### src/rtl/gbns_pkg.sv
`timescale 1ns / 1ps
// ----------------------------------------------------------------------------
// gbns_pkg
// Shared widths, codes and types of the go-back-n sender window block.
// ----------------------------------------------------------------------------
package gbns_pkg;

    localparam int WINDOW_SLOTS_DEF = 8;
    localparam int MAX_RESULTS      = 8;
    localparam int CNT_W            = $clog2(MAX_RESULTS);

    localparam int MODE_W     = 2;
    localparam int SEQ_W      = 32;
    localparam int LEN_W      = 16;
    localparam int STATUS_W   = 3;
    localparam int SLOT_OUT_W = 6;

    localparam logic [MODE_W-1:0] MODE_SEND = 2'd0;
    localparam logic [MODE_W-1:0] MODE_ACK  = 2'd1;
    localparam logic [MODE_W-1:0] MODE_RETX = 2'd2;

    localparam logic [STATUS_W-1:0] ST_TRANSMIT   = 3'd0;
    localparam logic [STATUS_W-1:0] ST_RETRANSMIT = 3'd1;
    localparam logic [STATUS_W-1:0] ST_FULL       = 3'd2;
    localparam logic [STATUS_W-1:0] ST_EOD        = 3'd3;
    localparam logic [STATUS_W-1:0] ST_ACK_OK     = 3'd4;
    localparam logic [STATUS_W-1:0] ST_ACK_IGN    = 3'd5;
    localparam logic [STATUS_W-1:0] ST_NOTHING    = 3'd6;

    typedef enum logic [1:0] {
        S_IDLE,
        S_WALK,
        S_LOAD
    } t_state;

    typedef struct packed {
        logic take;
        logic scan;
        logic emit;
    } t_cmd;

    typedef struct packed {
        logic walk_needed;
        logic hit;
        logic walk_last;
        logic out_busy;
    } t_stat;

    typedef struct packed {
        logic [STATUS_W-1:0]   status;
        logic [SEQ_W-1:0]      seq_number;
        logic [SLOT_OUT_W-1:0] slot_index;
        logic [LEN_W-1:0]      packet_length;
        logic [SEQ_W-1:0]      header_ack;
        logic                  restart_timer;
        logic                  newly_acked;
        logic                  last;
    } t_result;

endpackage

### src/rtl/gbns_ifs.sv
`timescale 1ns / 1ps
// ----------------------------------------------------------------------------
// gbns_ifs
// Request and result channels of the go-back-n sender window block.
// ----------------------------------------------------------------------------
interface gbns_in_if;
    import gbns_pkg::*;

    logic              valid;
    logic              ready;
    logic [MODE_W-1:0] mode;
    logic [SEQ_W-1:0]  ack_number;
    logic [LEN_W-1:0]  chunk_length;
    logic [SEQ_W-1:0]  peer_ack;

    modport source (output valid, mode, ack_number, chunk_length, peer_ack, input ready);
    modport sink   (input valid, mode, ack_number, chunk_length, peer_ack, output ready);
endinterface

interface gbns_out_if;
    import gbns_pkg::*;

    logic                  valid;
    logic                  ready;
    logic [STATUS_W-1:0]   status;
    logic [SEQ_W-1:0]      seq_number;
    logic [SLOT_OUT_W-1:0] slot_index;
    logic [LEN_W-1:0]      packet_length;
    logic [SEQ_W-1:0]      header_ack;
    logic                  restart_timer;
    logic                  newly_acked;
    logic                  last;

    modport source (output valid, status, seq_number, slot_index, packet_length, header_ack,
                    restart_timer, newly_acked, last, input ready);
    modport sink   (input valid, status, seq_number, slot_index, packet_length, header_ack,
                    restart_timer, newly_acked, last, output ready);
endinterface

### src/rtl/go_back_n_sender_window.sv
`timescale 1ns / 1ps
// ----------------------------------------------------------------------------
// go_back_n_sender_window
// Go-back-n sender window bookkeeping: transmit, cumulative ack, retransmit.
// ----------------------------------------------------------------------------
// Send, ack and unused-mode requests are answered by one result each and are
// taken one per cycle while the result register drains; the result register
// decouples the two channels. A timeout request walks the window slot by slot
// from the oldest pending packet: an empty slot is passed over, a valid one
// takes a slot memory read, then a result load, and at most eight packets are
// resent. No request is taken during the walk. Slot memory needs no clearing.
module go_back_n_sender_window #(
    parameter int WINDOW_SLOTS = gbns_pkg::WINDOW_SLOTS_DEF
) (
    input  logic        i_clk,
    input  logic        i_rst_n,
    gbns_in_if.sink     i_req,
    gbns_out_if.source  o_res
);
    import gbns_pkg::*;

    t_cmd    cmd;
    t_stat   stat;
    t_result result;
    logic    walking;
    logic    out_valid;

    gbns_ctrl u_ctrl (
        .i_clk      (i_clk),
        .i_rst_n    (i_rst_n),
        .i_in_valid (i_req.valid),
        .i_stat     (stat),
        .o_in_ready (i_req.ready),
        .o_cmd      (cmd),
        .o_walking  (walking)
    );

    gbns_dp #(
        .WINDOW_SLOTS (WINDOW_SLOTS)
    ) u_dp (
        .i_clk          (i_clk),
        .i_rst_n        (i_rst_n),
        .i_cmd          (cmd),
        .o_stat         (stat),
        .i_mode         (i_req.mode),
        .i_ack_number   (i_req.ack_number),
        .i_chunk_length (i_req.chunk_length),
        .i_peer_ack     (i_req.peer_ack),
        .i_out_ready    (o_res.ready),
        .o_out_valid    (out_valid),
        .o_result       (result)
    );

    assign o_res.valid         = out_valid;
    assign o_res.status        = result.status;
    assign o_res.seq_number    = result.seq_number;
    assign o_res.slot_index    = result.slot_index;
    assign o_res.packet_length = result.packet_length;
    assign o_res.header_ack    = result.header_ack;
    assign o_res.restart_timer = result.restart_timer;
    assign o_res.newly_acked   = result.newly_acked;
    assign o_res.last          = result.last;

    // no request taken while the retransmit walk runs
    a_no_req_in_walk: assert property (@(posedge i_clk) disable iff (!i_rst_n)
        walking |-> !i_req.ready)
        else $error("request accepted during retransmit walk");

    a_emit_loads_retx: assert property (@(posedge i_clk) disable iff (!i_rst_n)
        cmd.emit |=> (o_res.valid && o_res.status == ST_RETRANSMIT))
        else $error("walk step did not present a retransmit result");

    // a non-final result only comes out of an unfinished walk
    a_partial_in_walk: assert property (@(posedge i_clk) disable iff (!i_rst_n)
        (o_res.valid && !o_res.last) |-> walking)
        else $error("non-final result outside retransmit walk");

endmodule

### src/rtl/gbns_ctrl.sv
`timescale 1ns / 1ps
// ----------------------------------------------------------------------------
// gbns_ctrl
// Sequencer: takes requests and steps the retransmit walk over the window.
// ----------------------------------------------------------------------------
module gbns_ctrl (
    input  logic           i_clk,
    input  logic           i_rst_n,
    input  logic           i_in_valid,
    input  gbns_pkg::t_stat i_stat,
    output logic           o_in_ready,
    output gbns_pkg::t_cmd  o_cmd,
    output logic           o_walking
);
    import gbns_pkg::*;

    t_state r_state;
    t_state n_state;

    always_ff @(posedge i_clk) begin
        if (!i_rst_n) begin
            r_state <= S_IDLE;
        end else begin
            r_state <= n_state;
        end
    end

    always_comb begin
        n_state = r_state;
        case (r_state)
            S_IDLE: begin
                if (i_in_valid && !i_stat.out_busy && i_stat.walk_needed) begin
                    n_state = S_WALK;
                end
            end
            S_WALK: begin
                if (i_stat.hit) begin
                    n_state = S_LOAD;
                end
            end
            S_LOAD: begin
                if (!i_stat.out_busy) begin
                    n_state = i_stat.walk_last ? S_IDLE : S_WALK;
                end
            end
            default: begin
                n_state = S_IDLE;
            end
        endcase
    end

    always_comb begin
        o_in_ready = 1'b0;
        o_cmd      = '0;
        case (r_state)
            S_IDLE: begin
                o_in_ready = !i_stat.out_busy;
                o_cmd.take = i_in_valid && !i_stat.out_busy;
            end
            S_WALK: begin
                o_cmd.scan = 1'b1;
            end
            S_LOAD: begin
                o_cmd.emit = !i_stat.out_busy;
            end
            default: begin
                o_cmd = '0;
            end
        endcase
    end

    assign o_walking = (r_state != S_IDLE);

endmodule

### src/rtl/gbns_dp.sv
`timescale 1ns / 1ps
// ----------------------------------------------------------------------------
// gbns_dp
// Window datapath: sequence counters, slot valid bits, slot memory, walk
// registers and the result register.
// ----------------------------------------------------------------------------
module gbns_dp #(
    parameter int WINDOW_SLOTS = gbns_pkg::WINDOW_SLOTS_DEF
) (
    input  logic                          i_clk,
    input  logic                          i_rst_n,
    input  gbns_pkg::t_cmd                i_cmd,
    output gbns_pkg::t_stat               o_stat,
    input  logic [gbns_pkg::MODE_W-1:0]   i_mode,
    input  logic [gbns_pkg::SEQ_W-1:0]    i_ack_number,
    input  logic [gbns_pkg::LEN_W-1:0]    i_chunk_length,
    input  logic [gbns_pkg::SEQ_W-1:0]    i_peer_ack,
    input  logic                          i_out_ready,
    output logic                          o_out_valid,
    output gbns_pkg::t_result             o_result
);
    import gbns_pkg::*;

    localparam int SW = (WINDOW_SLOTS > 1) ? $clog2(WINDOW_SLOTS) : 1;
    localparam int CW = $clog2(WINDOW_SLOTS + 1);
    localparam logic [SW-1:0]    LAST_SLOT = SW'(WINDOW_SLOTS - 1);
    localparam logic [SEQ_W-1:0] WIN_SEQ   = SEQ_W'(WINDOW_SLOTS);
    localparam logic [CW:0]      WIN_EXT   = (CW + 1)'(WINDOW_SLOTS);
    localparam logic [CNT_W-1:0] CNT_LAST  = CNT_W'(MAX_RESULTS - 1);

    logic [SEQ_W-1:0]        r_base_seq;
    logic [SEQ_W-1:0]        r_next_seq;
    logic [SW-1:0]           r_base_slot;
    logic [SW-1:0]           r_next_slot;
    logic [WINDOW_SLOTS-1:0] r_valid;
    logic [WINDOW_SLOTS-1:0] n_valid;

    logic [LEN_W-1:0]        r_mem_len  [WINDOW_SLOTS];
    logic [SEQ_W-1:0]        r_mem_pack [WINDOW_SLOTS];
    logic [LEN_W-1:0]        r_rd_len;
    logic [SEQ_W-1:0]        r_rd_pack;

    logic [SW-1:0]           r_walk_slot;
    logic [SEQ_W-1:0]        r_walk_seq;
    logic [WINDOW_SLOTS-1:0] r_walk_mask;
    logic [CNT_W-1:0]        r_emit_cnt;

    logic                    r_out_valid;
    t_result                 r_result;

    logic [SEQ_W-1:0]        outstanding;
    logic                    win_full;
    logic [SEQ_W-1:0]        ack_dist;
    logic                    ack_ok;
    logic [CW-1:0]           dist_c;
    logic [WINDOW_SLOTS-1:0] clr;
    logic                    newly;
    logic [CW:0]             base_sum;
    logic [SW-1:0]           ack_base_slot;
    logic [SW-1:0]           next_slot_inc;
    logic [SW-1:0]           walk_slot_inc;
    logic [WINDOW_SLOTS-1:0] rest;
    logic                    hit;
    logic                    walk_last;
    logic                    walk_needed;
    logic                    do_write;
    logic                    do_ack;
    logic                    load_imm;
    logic                    advance;
    t_result                 imm_res;
    t_result                 walk_res;

    assign outstanding = r_next_seq - r_base_seq;
    assign win_full    = (outstanding >= WIN_SEQ);
    assign ack_dist    = i_ack_number - r_base_seq;
    assign ack_ok      = (ack_dist != '0) && (ack_dist <= outstanding);
    // an accepted ack lies at most one window ahead of base
    assign dist_c      = ack_dist[CW-1:0];

    // slots whose distance from base falls below the ack distance
    always_comb begin
        logic [CW:0] base_ext;
        logic [CW:0] off;
        base_ext = (CW + 1)'(r_base_slot);
        for (int i = 0; i < WINDOW_SLOTS; i++) begin
            if ((CW + 1)'(i) >= base_ext) begin
                off = (CW + 1)'(i) - base_ext;
            end else begin
                off = (CW + 1)'(i) + WIN_EXT - base_ext;
            end
            clr[i] = (off < {1'b0, dist_c});
        end
    end

    assign newly         = |(r_valid & clr);
    assign base_sum      = (CW + 1)'(r_base_slot) + {1'b0, dist_c};
    assign ack_base_slot = (base_sum >= WIN_EXT) ? SW'(base_sum - WIN_EXT) : SW'(base_sum);
    assign next_slot_inc = (r_next_slot == LAST_SLOT) ? '0 : r_next_slot + 1'b1;
    assign walk_slot_inc = (r_walk_slot == LAST_SLOT) ? '0 : r_walk_slot + 1'b1;

    always_comb begin
        for (int i = 0; i < WINDOW_SLOTS; i++) begin
            rest[i] = r_walk_mask[i] && (SW'(i) != r_walk_slot);
        end
    end

    assign hit         = r_walk_mask[r_walk_slot];
    assign walk_last   = (r_emit_cnt == CNT_LAST) || !(|rest);
    assign walk_needed = (i_mode == MODE_RETX) && (outstanding != '0) && (|r_valid);

    assign do_write = i_cmd.take && (i_mode == MODE_SEND) && !win_full
                      && (i_chunk_length != '0);
    assign do_ack   = i_cmd.take && (i_mode == MODE_ACK) && ack_ok;
    assign load_imm = i_cmd.take && !walk_needed;
    assign advance  = (i_cmd.scan && !hit) || i_cmd.emit;

    always_comb begin
        imm_res      = '0;
        imm_res.last = 1'b1;
        case (i_mode)
            MODE_SEND: begin
                if (win_full) begin
                    imm_res.status = ST_FULL;
                end else if (i_chunk_length == '0) begin
                    imm_res.status = ST_EOD;
                end else begin
                    imm_res.status        = ST_TRANSMIT;
                    imm_res.seq_number    = r_next_seq;
                    imm_res.slot_index    = SLOT_OUT_W'(r_next_slot);
                    imm_res.packet_length = i_chunk_length;
                    imm_res.header_ack    = i_peer_ack;
                    imm_res.restart_timer = (outstanding == '0);
                end
            end
            MODE_ACK: begin
                if (ack_ok) begin
                    imm_res.status      = ST_ACK_OK;
                    imm_res.seq_number  = i_ack_number;
                    imm_res.newly_acked = newly;
                end else begin
                    imm_res.status = ST_ACK_IGN;
                end
            end
            MODE_RETX: begin
                // pending packets but no valid slot still restarts the timer
                imm_res.status        = ST_NOTHING;
                imm_res.restart_timer = (outstanding != '0);
            end
            default: begin
                imm_res.status = ST_NOTHING;
            end
        endcase
    end

    always_comb begin
        walk_res               = '0;
        walk_res.status        = ST_RETRANSMIT;
        walk_res.seq_number    = r_walk_seq;
        walk_res.slot_index    = SLOT_OUT_W'(r_walk_slot);
        walk_res.packet_length = r_rd_len;
        walk_res.header_ack    = r_rd_pack;
        walk_res.restart_timer = walk_last;
        walk_res.last          = walk_last;
    end

    always_comb begin
        n_valid = r_valid;
        if (do_write) begin
            n_valid[r_next_slot] = 1'b1;
        end
        if (do_ack) begin
            n_valid = r_valid & ~clr;
        end
    end

    always_ff @(posedge i_clk) begin
        if (!i_rst_n) begin
            r_base_seq  <= '0;
            r_next_seq  <= '0;
            r_base_slot <= '0;
            r_next_slot <= '0;
            r_valid     <= '0;
            r_walk_slot <= '0;
            r_walk_seq  <= '0;
            r_walk_mask <= '0;
            r_emit_cnt  <= '0;
            r_out_valid <= 1'b0;
        end else begin
            r_valid <= n_valid;
            if (do_write) begin
                r_next_seq  <= r_next_seq + 1'b1;
                r_next_slot <= next_slot_inc;
            end
            if (do_ack) begin
                r_base_seq  <= i_ack_number;
                r_base_slot <= ack_base_slot;
            end
            if (i_cmd.take && walk_needed) begin
                r_walk_slot <= r_base_slot;
                r_walk_seq  <= r_base_seq;
                r_walk_mask <= r_valid;
                r_emit_cnt  <= '0;
            end else if (advance) begin
                r_walk_slot <= walk_slot_inc;
                r_walk_seq  <= r_walk_seq + 1'b1;
            end
            if (i_cmd.emit) begin
                r_walk_mask <= rest;
                r_emit_cnt  <= r_emit_cnt + 1'b1;
            end
            if (load_imm || i_cmd.emit) begin
                r_out_valid <= 1'b1;
            end else if (i_out_ready) begin
                r_out_valid <= 1'b0;
            end
        end
    end

    always_ff @(posedge i_clk) begin
        if (load_imm) begin
            r_result <= imm_res;
        end else if (i_cmd.emit) begin
            r_result <= walk_res;
        end
    end

    // slot memory: written on transmit, read once per walk step
    always_ff @(posedge i_clk) begin
        if (do_write) begin
            r_mem_len[r_next_slot]  <= i_chunk_length;
            r_mem_pack[r_next_slot] <= i_peer_ack;
        end
        if (i_cmd.scan) begin
            r_rd_len  <= r_mem_len[r_walk_slot];
            r_rd_pack <= r_mem_pack[r_walk_slot];
        end
    end

    assign o_stat.walk_needed = walk_needed;
    assign o_stat.hit         = hit;
    assign o_stat.walk_last   = walk_last;
    assign o_stat.out_busy    = r_out_valid && !i_out_ready;
    assign o_out_valid        = r_out_valid;
    assign o_result           = r_result;

endmodule

### src/flat_wrapper.sv
// flat-port wrapper written by rule: the top's interface ports become plain ports
module go_back_n_sender_window_flat import gbns_pkg::*;
#(
    parameter int WINDOW_SLOTS = gbns_pkg::WINDOW_SLOTS_DEF
)
  (i_clk, i_rst_n, i_req_valid, i_req_mode, i_req_ack_number, i_req_chunk_length, i_req_peer_ack, i_req_ready, o_res_valid, o_res_status, o_res_seq_number, o_res_slot_index, o_res_packet_length, o_res_header_ack, o_res_restart_timer, o_res_newly_acked, o_res_last, o_res_ready);
  gbns_in_if i_req_i ();
  gbns_out_if o_res_i ();
  input  logic i_clk;
  input  logic i_rst_n;
  input wire logic [$bits(i_req_i.valid)-1:0] i_req_valid;
  input wire logic [$bits(i_req_i.mode)-1:0] i_req_mode;
  input wire logic [$bits(i_req_i.ack_number)-1:0] i_req_ack_number;
  input wire logic [$bits(i_req_i.chunk_length)-1:0] i_req_chunk_length;
  input wire logic [$bits(i_req_i.peer_ack)-1:0] i_req_peer_ack;
  output wire logic [$bits(i_req_i.ready)-1:0] i_req_ready;
  output wire logic [$bits(o_res_i.valid)-1:0] o_res_valid;
  output wire logic [$bits(o_res_i.status)-1:0] o_res_status;
  output wire logic [$bits(o_res_i.seq_number)-1:0] o_res_seq_number;
  output wire logic [$bits(o_res_i.slot_index)-1:0] o_res_slot_index;
  output wire logic [$bits(o_res_i.packet_length)-1:0] o_res_packet_length;
  output wire logic [$bits(o_res_i.header_ack)-1:0] o_res_header_ack;
  output wire logic [$bits(o_res_i.restart_timer)-1:0] o_res_restart_timer;
  output wire logic [$bits(o_res_i.newly_acked)-1:0] o_res_newly_acked;
  output wire logic [$bits(o_res_i.last)-1:0] o_res_last;
  input wire logic [$bits(o_res_i.ready)-1:0] o_res_ready;
  assign i_req_i.valid = i_req_valid;
  assign i_req_i.mode = i_req_mode;
  assign i_req_i.ack_number = i_req_ack_number;
  assign i_req_i.chunk_length = i_req_chunk_length;
  assign i_req_i.peer_ack = i_req_peer_ack;
  assign i_req_ready = i_req_i.ready;
  assign o_res_valid = o_res_i.valid;
  assign o_res_status = o_res_i.status;
  assign o_res_seq_number = o_res_i.seq_number;
  assign o_res_slot_index = o_res_i.slot_index;
  assign o_res_packet_length = o_res_i.packet_length;
  assign o_res_header_ack = o_res_i.header_ack;
  assign o_res_restart_timer = o_res_i.restart_timer;
  assign o_res_newly_acked = o_res_i.newly_acked;
  assign o_res_last = o_res_i.last;
  assign o_res_i.ready = o_res_ready;
  go_back_n_sender_window #(.WINDOW_SLOTS(WINDOW_SLOTS)) u_core (.i_clk(i_clk), .i_rst_n(i_rst_n), .i_req(i_req_i), .o_res(o_res_i));
endmodule
### config.mk
export PLATFORM = sky130hd
export DESIGN_NAME = go_back_n_sender_window_flat
export DESIGN_NICKNAME = d
export VERILOG_FILES = /design/src/rtl/gbns_pkg.sv /design/src/rtl/gbns_ifs.sv /design/src/rtl/go_back_n_sender_window.sv /design/src/rtl/gbns_ctrl.sv /design/src/rtl/gbns_dp.sv /design/src/flat_wrapper.sv
export SDC_FILE = /design/constraint.sdc
export NUM_CORES = 1
export LEC_CHECK = 0
export ABC_AREA = 1
export ABC_CLOCK_PERIOD_IN_PS = 9540
export CORE_ASPECT_RATIO = 1.75
export CORE_MARGIN = 1
export CORE_UTILIZATION = 60
export DETAILED_ROUTE_END_ITERATION = 8
export DONT_BUFFER_PORTS = 1
export PLACE_DENSITY = 0.76
export SYNTH_ARGS = -nofsm -noshare
export SYNTH_HDL_FRONTEND = slang
export SYNTH_SLANG_ARGS = --single-unit
### constraint.sdc
create_clock -name i_clk -period 9.54 [get_ports i_clk]
set_input_delay 0.477 -clock i_clk [delete_from_list [all_inputs] [get_ports i_clk]]
set_output_delay 0.477 -clock i_clk [all_outputs]
set_load 0.005 [all_outputs]
==> impl_metrics.toml <==
[synthesis]
netlist_top_cells_count = "nand2_1, nor2_1, edfxtp_1, inv_1, o21ai_0"
ys_top_cells_by_area = "edfxtp_1, nand2_1, dfxtp_1"
ys_ff_latch = 648
ys.flop_type = "edfxtp_1"
yosysUniqueCellTypes = 50
yosysMostFrequentCell = "nand2_1"
synth_edf_count = 520
async_reset_ff_share_pct = 0
syn_area_um2 = 34400
synth-seq-area-share_pct = 52.8
syn_area_per_cell_um2 = 8.48
yosys.area.top_type = "edfxtp_1"
yosys.area.top_type_share_pct = 45.4
synthCells = 4061
ys_warn_count = 0

[route]
drtIter0Drc = 3158
dr.pass1.iters = 7
vias = 29000
viasPerCell = 5.98
drc = 0
totalWireLength_um = 109000
postRouteAntennaNets = 0
wl_per_cell_um = 22.5

[clocking]
clockBufferDepth = 3
cts_sinks = 648
htree_levels = 2
cts_buffers = 56
root_buffer = "clkbuf_16"
clock_latency_ns = 0.63
cts_tree = "yes"
clk_pin_slew_worst_paths_ns = 0.07

[min_path]
hold_class = "primary input to flip-flop"

[sta]
finalCriticalPeriod_ns = 5.66
whs_ns = 0.00116
rsz0062_at_grt = "false"
drv_slew = 0
finClkSkew_ns = 0.0175
setup_slack_ns = 3.88
maxSlewHeadroom_pct = 20.9
hold_viol = 0
period_share_pct = 59.3
fin_tns_setup_ns = 0
setup_viol = 0
fmaxAchievable_mhz = 177
tightest_slew_ns = 1.18

[global_routing]
groute.usage.overall_pct = 37.3
first_global_vias = 28000
grt_pass1_wl_um = 162000
antenna_found_initial = 2
grt_max_degree = 110
grt_overflow_total = 0

[critical_path]
crit_type = "flip-flop to flip-flop"
end_kind = "flip-flop"
arrival_ns = 6.03
start_kind = "flip-flop"
r2r_slack_ns = 3.88
path_max_fanout = 14
cp.required_ns = 9.91

[final_layout]
area_growth_pct = 8.61
final_cell_area_um2 = 37400
final_nets = 4279
seq_area_um2 = 18200
multi_input_area_um2 = 13800
drive_above_1_share_pct = 3.84
fill_cells = 4721

[floorplanning]
rows = 115
core_area_um2 = 56400
start_util_pct = 61.0
die_y_um = 319
io_pins = 180
fp.dieW_um = 183
dieArea_um2 = 58400

[pwr]
leakagePower_uw = 0.0156
vdd_drop_max_mv = 0.303
power_density_nw_per_um2 = 364

[place]
place_area_um2 = 35000
gp_routability_congestion = 1.06
io_buffers = 0
dp_hpwl_um = 71200
dp_slack_ns = 4.10

[status]
status = "complete, no violations"

[run]
cap_viol_max_count = 0
## final timing paths
| kind | endpoint | startpoint | cells after the start |
|---|---|---|---|
| max | u_core.u_dp.o_result[69] | u_core.u_dp.r_base_seq[0] | 24 |
| max reg2reg | u_core.u_dp.o_result[69] | u_core.u_dp.r_base_seq[0] | 24 |
| min reg2reg | u_core.u_dp.r_emit_cnt[0] | u_core.u_dp.r_emit_cnt[0] | 1 |
| min | u_core.u_dp.r_base_seq[16] | i_rst_n | 2 |
## cells in the final DEF (no fill, tap or decap), drive strengths merged, types with 4 or more instances in the layout
cell type	count
o22ai	50
nor4	15
dfxtp	128
xor2	68
xnor2	12
a31oi	50
nand3	213
a21o	5
clkinv	26
dlygate4sd3	57
inv	508
nor2	562
and2	4
clkbuf	68
o21ai	296
edfxtp	520
nand4	66
a211oi	7
bufinv	5
o21bai	6
nor3	56
nand2	1000
a21oi	160
conb	4
nand3b	11
ha	144
buf	28
## registers in the layout, summed over array words and instances (netlist names), 8 cells and up
name,cells
u_core.u_dp.r_walk_mask,8
u_core.u_dp.r_base_seq,32
u_core.u_dp.o_result,89
u_core.u_dp.r_rd_len,16
u_core.u_dp.r_mem_len,128
u_core.u_dp.r_valid,8
u_core.u_dp.r_next_seq,32
u_core.u_dp.r_mem_pack,256
u_core.u_dp.r_walk_seq,32
u_core.u_dp.r_rd_pack,32
## per-stage QoR
step	power, uW	util [%]	cells
after floorplan	8980	-	4064
after global placement	11000	62.1	4691
after detailed placement	11100	62.1	4691
after CTS	13400	66.3	4850
after global routing	14500	66.3	4853
final	13600	66.3	4853
## what timing repair did
action                    in CTS  in global routing
gates resized for setup        0                  0
setup buffers                  0                  0
hold buffers                  57                  0
hold endpoints to repair     393                  0
## final cells by class
cell class                 count  area share (%)
clock buffer                  68            3.87
tap                          760            2.54
clock inverter                34           0.934
antenna                        3          0.0201
timing repair buffer          85            2.09
multi-input combinational   2747            36.8
inverter                     508            5.12
sequential                   648            48.6
## logic make-up (layout without fill, tap and decap cells)
family          count (synthesis)  in the layout  synth area share, %
fa+ha+maj                     147            147                 5.41
flops                         648            648                 52.8
other cells                     1              7               0.0109
compound gates                585            585                 9.11
xor+xnor                       80             80                 2.04
simple gates                 1931           1931                 23.1
buf+inv                       669            695                 7.52
## report_power, final
part / internal [uW] / leakage (uW) / switching [uW]
Sequential: 3600 / 0.00581 / 393
Clock: 1230 / 0.000866 / 1060
Combinational: 2210 / 0.00890 / 5110
Total: 7040 / 0.0156 / 6560
## worst max-delay path, cell delays in order, from the launching register on
cell and delay (ns):
dfxtp_1 0.35, ha_1 0.22, fa_1 0.40, nand3b_1 0.18, nand2_1 0.23, nand3_1 0.18
nand3_1 0.48, nand2_1 0.19, nand2_1 0.11, nand2_1 0.05, nand2_1 0.11, inv_1 0.06
ha_1 0.26, nand2_1 0.07, nor2_1 0.14, nand4_1 0.17, nor4_1 0.45, o21ai_0 0.17
nand2_1 0.10, nand2_1 0.18, nand2_1 0.42, buf_4 0.34, nor2_1 0.10, o21ai_0 0.35
nand2_1 0.09
## per-layer routing
| metal | track usage (%) | share of wire, % | up-vias | wire [um] |
|---|---|---|---|---|
| met5 | 0 | 0 | - | 0 |
| met4 | 28.6 | 8.6 | 0 | 9360 |
| met3 | 7.63 | 9.3 | 480 | 10200 |
| li1 | - | - | 13400 | - |
| met1 | 40.5 | 33 | 13600 | 36300 |
| met2 | 63.5 | 49 | 1503 | 53200 |
Note: power is estimated with default switching activity, not from simulation.
